===== src/design/bbb_pkg.sv =====
// bbb_pkg: shared widths, reset values, codes and helpers for the band breakout trader.
// Depends on nothing; bbb_mul, the top level and the bench import it.
`timescale 1ns / 1ps

package bbb_pkg;

  localparam int PRICE_W        = 24;
  localparam int WLEN_W         = 9;
  localparam int LIMIT_W        = 10;
  localparam int MULT_W         = 4;
  localparam int ACT_W          = 2;
  localparam int POS_W          = 11;
  localparam int CASH_W         = 48;
  localparam int DIGIT_W        = 16;
  localparam int APB_AW         = 4;
  localparam int APB_DW         = 32;
  localparam int WINDOW_MAX_DEF = 256;

  localparam logic [WLEN_W-1:0]  WLEN_RST  = 9'd20;
  localparam logic [LIMIT_W-1:0] LIMIT_RST = 10'd5;
  localparam logic [MULT_W-1:0]  MULT_RST  = 4'd2;

  // register indexes (paddr[3:2])
  localparam logic [1:0] REG_WLEN  = 2'd0;
  localparam logic [1:0] REG_LIMIT = 2'd1;
  localparam logic [1:0] REG_MULT  = 2'd2;

  localparam logic signed [CASH_W-1:0] CASH_MAX = {1'b0, {(CASH_W-1){1'b1}}};
  localparam logic signed [CASH_W-1:0] CASH_MIN = {1'b1, {(CASH_W-1){1'b0}}};

  typedef enum logic [ACT_W-1:0] {
    ACT_NONE = 2'd0,
    ACT_BUY  = 2'd1,
    ACT_SELL = 2'd2
  } action_t;

  typedef enum logic [3:0] {
    ST_IDLE,
    ST_FETCH,
    ST_EVSQ,
    ST_NEWSQ,
    ST_NP,
    ST_DD,
    ST_LHS,
    ST_NQ,
    ST_SS,
    ST_K,
    ST_RHS,
    ST_TRADE,
    ST_MTM,
    ST_EMIT
  } state_t;

  typedef struct packed {
    logic busy;
    logic done;
  } mul_stat_t;

  // clamp a two-bit-wider signed sum into the signed cash range
  function automatic logic signed [CASH_W-1:0] sat_cash(input logic signed [CASH_W+1:0] v);
    logic [2:0] top;
    top = v[CASH_W+1:CASH_W-1];
    if (top == 3'b000 || top == 3'b111) begin
      return v[CASH_W-1:0];
    end else if (v[CASH_W+1]) begin
      return CASH_MIN;
    end else begin
      return CASH_MAX;
    end
  endfunction

endpackage


===== src/design/bbb_mul.sv =====
// bbb_mul: iterative unsigned multiplier, one 16-bit digit of b per cycle.
// Depends on bbb_pkg for the digit width and the status struct.
`timescale 1ns / 1ps

module bbb_mul
  import bbb_pkg::*;
#(
  parameter int AW = 66,
  parameter int BW = 33,
  parameter int PW = 83
) (
  input  logic          clk,
  input  logic          rst,
  input  logic          start,
  input  logic [AW-1:0] a,
  input  logic [BW-1:0] b,
  output mul_stat_t     stat,
  output logic [PW-1:0] prod
);

  localparam int ND = (BW + DIGIT_W - 1) / DIGIT_W;
  localparam int IW = (ND > 1) ? $clog2(ND) : 1;

  logic [AW-1:0]         a_r;
  logic [BW-1:0]         b_r;
  logic [BW-1:0]         b_next;
  logic [IW-1:0]         idx;
  logic [PW-1:0]         acc;
  logic                  busy;
  logic                  done;
  logic [AW+DIGIT_W-1:0] term;
  logic [PW-1:0]         term_sh;

  assign term    = a_r * b_r[DIGIT_W-1:0];
  assign term_sh = PW'(term) << (idx * DIGIT_W);
  assign b_next  = b_r >> DIGIT_W;

  always_ff @(posedge clk) begin
    if (rst) begin
      busy <= 1'b0;
      done <= 1'b0;
    end else begin
      done <= 1'b0;
      if (start) begin
        a_r  <= a;
        b_r  <= b;
        idx  <= '0;
        acc  <= '0;
        busy <= 1'b1;
      end else if (busy) begin
        acc <= acc + term_sh;
        b_r <= b_next;
        idx <= idx + 1'b1;
        // stop once no digits remain
        if (b_next == '0) begin
          busy <= 1'b0;
          done <= 1'b1;
        end
      end
    end
  end

  assign stat.busy = busy;
  assign stat.done = done;
  assign prod      = acc;

endmodule


===== config.mk =====
export PLATFORM = sky130hd
export DESIGN_NAME = bbb_mul
export DESIGN_NICKNAME = d
export VERILOG_FILES = /design/src/design/bbb_pkg.sv /design/src/design/bbb_mul.sv
export SDC_FILE = /design/constraint.sdc
export NUM_CORES = 2
export LEC_CHECK = 0
export BUFFER_PORTS_ARGS = -buffer_cell sky130_fd_sc_hd__clkbuf_2
export CAP_MARGIN = 10
export CELL_PAD_IN_SITES_DETAIL_PLACEMENT = 0
export CELL_PAD_IN_SITES_GLOBAL_PLACEMENT = 1
export CORE_MARGIN = 2
export CORE_UTILIZATION = 35
export DETAILED_ROUTE_END_ITERATION = 10
export GPL_ROUTABILITY_DRIVEN = 0
export PLACE_DENSITY = 0.73
export SYNTH_ARGS = -nofsm -noshare
export SYNTH_HDL_FRONTEND = slang
export SYNTH_SLANG_ARGS = --single-unit

===== constraint.sdc =====
create_clock -name clk -period 10.55 [get_ports clk]
set_input_delay 2.11 -clock clk [delete_from_list [all_inputs] [get_ports clk]]
set_output_delay 2.11 -clock clk [all_outputs]
set_load 0.01 [all_outputs]

Word level (Yosys, flattened, before mapping). Cells that the tools add are included.

Register bits after elaboration: 186. Input bits: 102. Output and inout bits: 85.

Add/subtract/negate cells: 2. Multipliers: 1. Shift-type cells: 1. Multiplexer cells: 8. Bitwise logic cells: 2. Reductions and logical operators: 5.

Operator list (count): $add A83 B83 Y83 (1); $mux W83 (1); $shl A82 B6 Y83 (1); $mul A66 B16 Y82 (1); $mux W33 (2); $logic_not A33 Y1 (1); $mux W1 (4); $reduce_and A2 Y1 (2); $reduce_or A3 Y1 (1); $add A2 B1 Y2 const B (1); $mux W2 (1); $not A1 Y1 (2); $reduce_bool A2 Y1 (1).

Logic depth before layout (Yosys ltp).
Word-level depth: 4. Mapped depth: 42. Depth with buffers taken out: 38.

Least setup slack after synthesis. OpenSTA, ideal clock, no wires.

Path type: register to register. From: reg b_r[7]. To: reg acc[64], in the netlist prod[64], data pin. Library setup time: 0.266 ns. Arrival: 8.746 ns. Required time: 10.284 ns. Slack: 1.538 ns. Cell stages (with the launch flop): 39. Buffers on the path: 5. Period minus slack after synthesis: 9.012 ns. Cell sequence: edfxtp_1 clkbuf_1 clkbuf_1 nand2_1 fa_1 inv_1 fa_1 fa_1 fa_1 fa_1 inv_1 fa_1 inv_1 ha_1 clkbuf_1 a21o_1 a21oi_1 nor2_1 (+3 left out) nor2_1 or2_1 xor2_1 a211oi_1 a21oi_1 ha_1 clkbuf_1 and3_1 clkbuf_1 nand3_1 nor2_1 inv_1 or4_1 o31ai_1 a21boi_1 o21ai_1 xnor2_1 nor2_1.

Longest elaborated chain between the ends: 4.

Ends and longest elaborated chain: start, declared (line bbb_mul.sv:25) `logic [BW-1:0] b_r;`; start signal, assigned (line bbb_mul.sv:52) `b_r <= b_next;`; $mul A66 B16 Y82 (line bbb_mul.sv:34) `assign term = a_r * b_r[DIGIT_W-1:0];`; $shl A82 B6 Y83 (line bbb_mul.sv:35) `assign term_sh = PW'(term) << (idx * DIGIT_W);`; $add A83 B83 Y83 (line bbb_mul.sv:51) `acc <= acc + term_sh;`; $mux W83 (line bbb_mul.sv:50) `end else if (busy) begin`; end signal, assigned (line bbb_mul.sv:51); end, declared (line bbb_mul.sv:28) `logic [PW-1:0] acc;`.

No other way between the ends. The select of a mux whose other input is x is not followed. A chain may end at the register's enable or synchronous reset.

Worst setup path after layout.
From: reg b_r[5]. To: reg acc[76], in the netlist prod[76], data pin.

Same word-level chain as after synthesis.

==> metrics.txt <==
status finished clean; Tightest Pin Transition ~1300 ps; sequential share of the synthesized area between 10% and 20%; Syn Area/Cell ~9 um2; count leader, synth inv_1; hold_sp b_r[32]; Seq cells post-synth 186; crit path DAT between 10,000 and 15,000 ps; first-pass GRT wire length roughly 220 mm; Cells after Synth 5,100; R2R Path Start b_r[5]; Clock Pin Slew Worst Setup and Hold Paths between 100 and 150 ps; CTS Buffer Depth 2; vias 35,400; initial antenna violation count 3; Yosys warning count 0; worst endpoint required time 10,870 ps; Slew headroom between 10% and 20%; share of layout cells above drive strength 1 roughly 9.0%; DRT Wirelength ~140 mm; maxcap violations 0; crit path from b_r[5]; Final ANT Viol Nets 0; Post-synth EDFFs 184; grt total ovfl 0; CTS tree built; Fin. Hold Viols 0; dpl cell area 0.0484 mm2; vias per inst just over 5; DR iter-0 viols about 2,700; hpwl dp about 110 mm; # port buffers ~190; fmax just under 100 MHz; Die Ht ~360 um; Synth area leaders fa_1 40%, edfxtp_1 12%, inv_1 8.1%, nand2_1 7.0%, ha_1 6.7%; Crit. End Element flip-flop; Routed WL per cell approximately 20 um; Final Skew around 37 ps; largest net degree at the start of global routing 68; Yosys top cell area share 39.5%; post-route cell area 0.0496 mm2; drt pass-1 iters 5; Die Width 364 um; Min Clock Period, post-route just over 10,000 ps; placed insts a little under 7,000; Final Cycle Share a little over nine tenths; syn nets 6,338; cts bufs inserted 17; Synth area leader fa_1; CP startpoint kind flip-flop; Post-synth top flop edfxtp_1; vias in the first global route ~37,000; nets@finish around 6,400; Hold Crit Class flip-flop to flip-flop; Synth top cells by count 980 x inv_1, 895 x fa_1, 851 x nand2_1; Initial Utilization between 30% and 40%; Core ar. between 0.1 and 0.15 mm2; most frequent CP cell fa_1; DRC 0; Core Rows 132; slowest cell on the critical path or4_1; CTS root buffer clkbuf_16; # setup viols final 0; Cell Area, Synth between 0.04 and 0.05 mm2; die area between 0.1 and 0.15 mm2; hold_buf cts 0; max incr delay on CP 580 ps; H-Tree Depth 4; Final Max Tran Viols 0; Area Growth Syn to Fin 9.49%; top-level I/O count roughly 190; Async SR Flop Fraction 0%; Cell Count, Final, Fillers Out 6,954; CTS Sinks approximately 190; post-synthesis cell type count just over 90; CP Max Fanout 12; worst-skew pair later-pin latency roughly 590 ps; Setup Crit Path Kind flip-flop to flip-flop; Filler Cell Count between 10,000 and 15,000; total track usage between 20% and 30%
==> final timing paths <==
| check | to | slack, ps | cells past startpoint |
|---|---|---|---|
| worst max register to register | prod[76] | 420 | 37 |
| worst min register to register | b_r[16] | 590 | 1 |
| worst min-delay path | b_r[16] | 590 | 1 |
| worst max-delay path | prod[76] | 420 | 37 |
==> metal layers <==
layer  vias up  track usage, %  wire length (um)
met3       190            3.43              9110
met2      1167            34.6             64800
met4         2            6.08              3600
met5         -               0                18
li1      15900               -                 -
met1     18100            30.1             62400
==> logic make-up after synthesis <==
family	share of synthesized area [%]
and+or+nand+nor	17.2
buffers and inverters	10.5
adders and majority gates	46.2
AOI/OAI and AO/OA	9.41
DFF	12.3
xor gates and xnor gates	2.97
muxes	1.42
==> registers in the layout, summed over array words and instances (netlist names) <==
signal and flops:
idx 2, b_r 33, done 1, busy 1, prod 83, a_r 66
==> critical path: cells and delay by family (launching register included) <==
kind                     cells  cell delay, ps
buffers and inverters        6             620
adder cells (fa/ha/maj)      8            3920
AO/OA/AOI/OAI               16            2940
XOR/XNOR                     1             210
AND/OR/NAND/NOR              5            1270
flip-flops                   1             570
multiplexers                 1             330
==> placed cells by master (no fill, tap or decap), types with 11 or more instances in the layout <==
cell type / count
inv_1: 979
fa_1: 895
nand2_1: 851
and2_1: 406
ha_1: 239
a21oi_1: 217
nor2_1: 193
clkbuf_2: 185
edfxtp_1: 184
buf_4: 143
a21o_1: 98
o21ai_0: 95
xnor2_1: 95
xor2_1: 59
nand4_1: 55
o21bai_1: 42
nand3_1: 32
nor3_1: 26
mux2i_1: 26
nor2b_1: 23
o21ai_1: 20
a211oi_1: 20
buf_12: 20
and3_1: 18
o21a_1: 18
nand2b_1: 17
mux2_2: 17
clkbuf_16: 17
o31ai_1: 11
a31oi_1: 11
==> through the flow <==
stage	utilization, %	setup TNS [ps]	setup WS (ps)	hold slack [ps]
after floorplan	-	0	1540	475
final	38.5	0	417	585
after CTS	38.0	0	166	590
after global routing	38.5	-0.301	-0.301	616
after detailed placement	37.5	0	231	565
after global placement	37.5	0	319	566
==> final cells by class <==
class | count | area (um2) | share of cell area (%)
multi-input cells | 3656 | 35100 | 70.6
clock buffers | 17 | 425 | 0.857
flip-flops and latches | 186 | 5570 | 11.2
repair buffers | 357 | 2510 | 5.06
well taps | 1742 | 2180 | 4.39
diodes | 1 | 2.50 | 0.00504
clock inverters | 15 | 223 | 0.449
inverters | 980 | 3680 | 7.41
==> timing repair <==
action                                  4_1_cts  5_1_grt
hold endpoints to repair                      0        0
buffers inserted                              0       55
resized for setup                             0       25
endpoints found under the setup margin        0       18
Power is left out: the tool's default activity adds up to more than one toggle a clock period on the data nets, which glitch-free logic cannot reach.
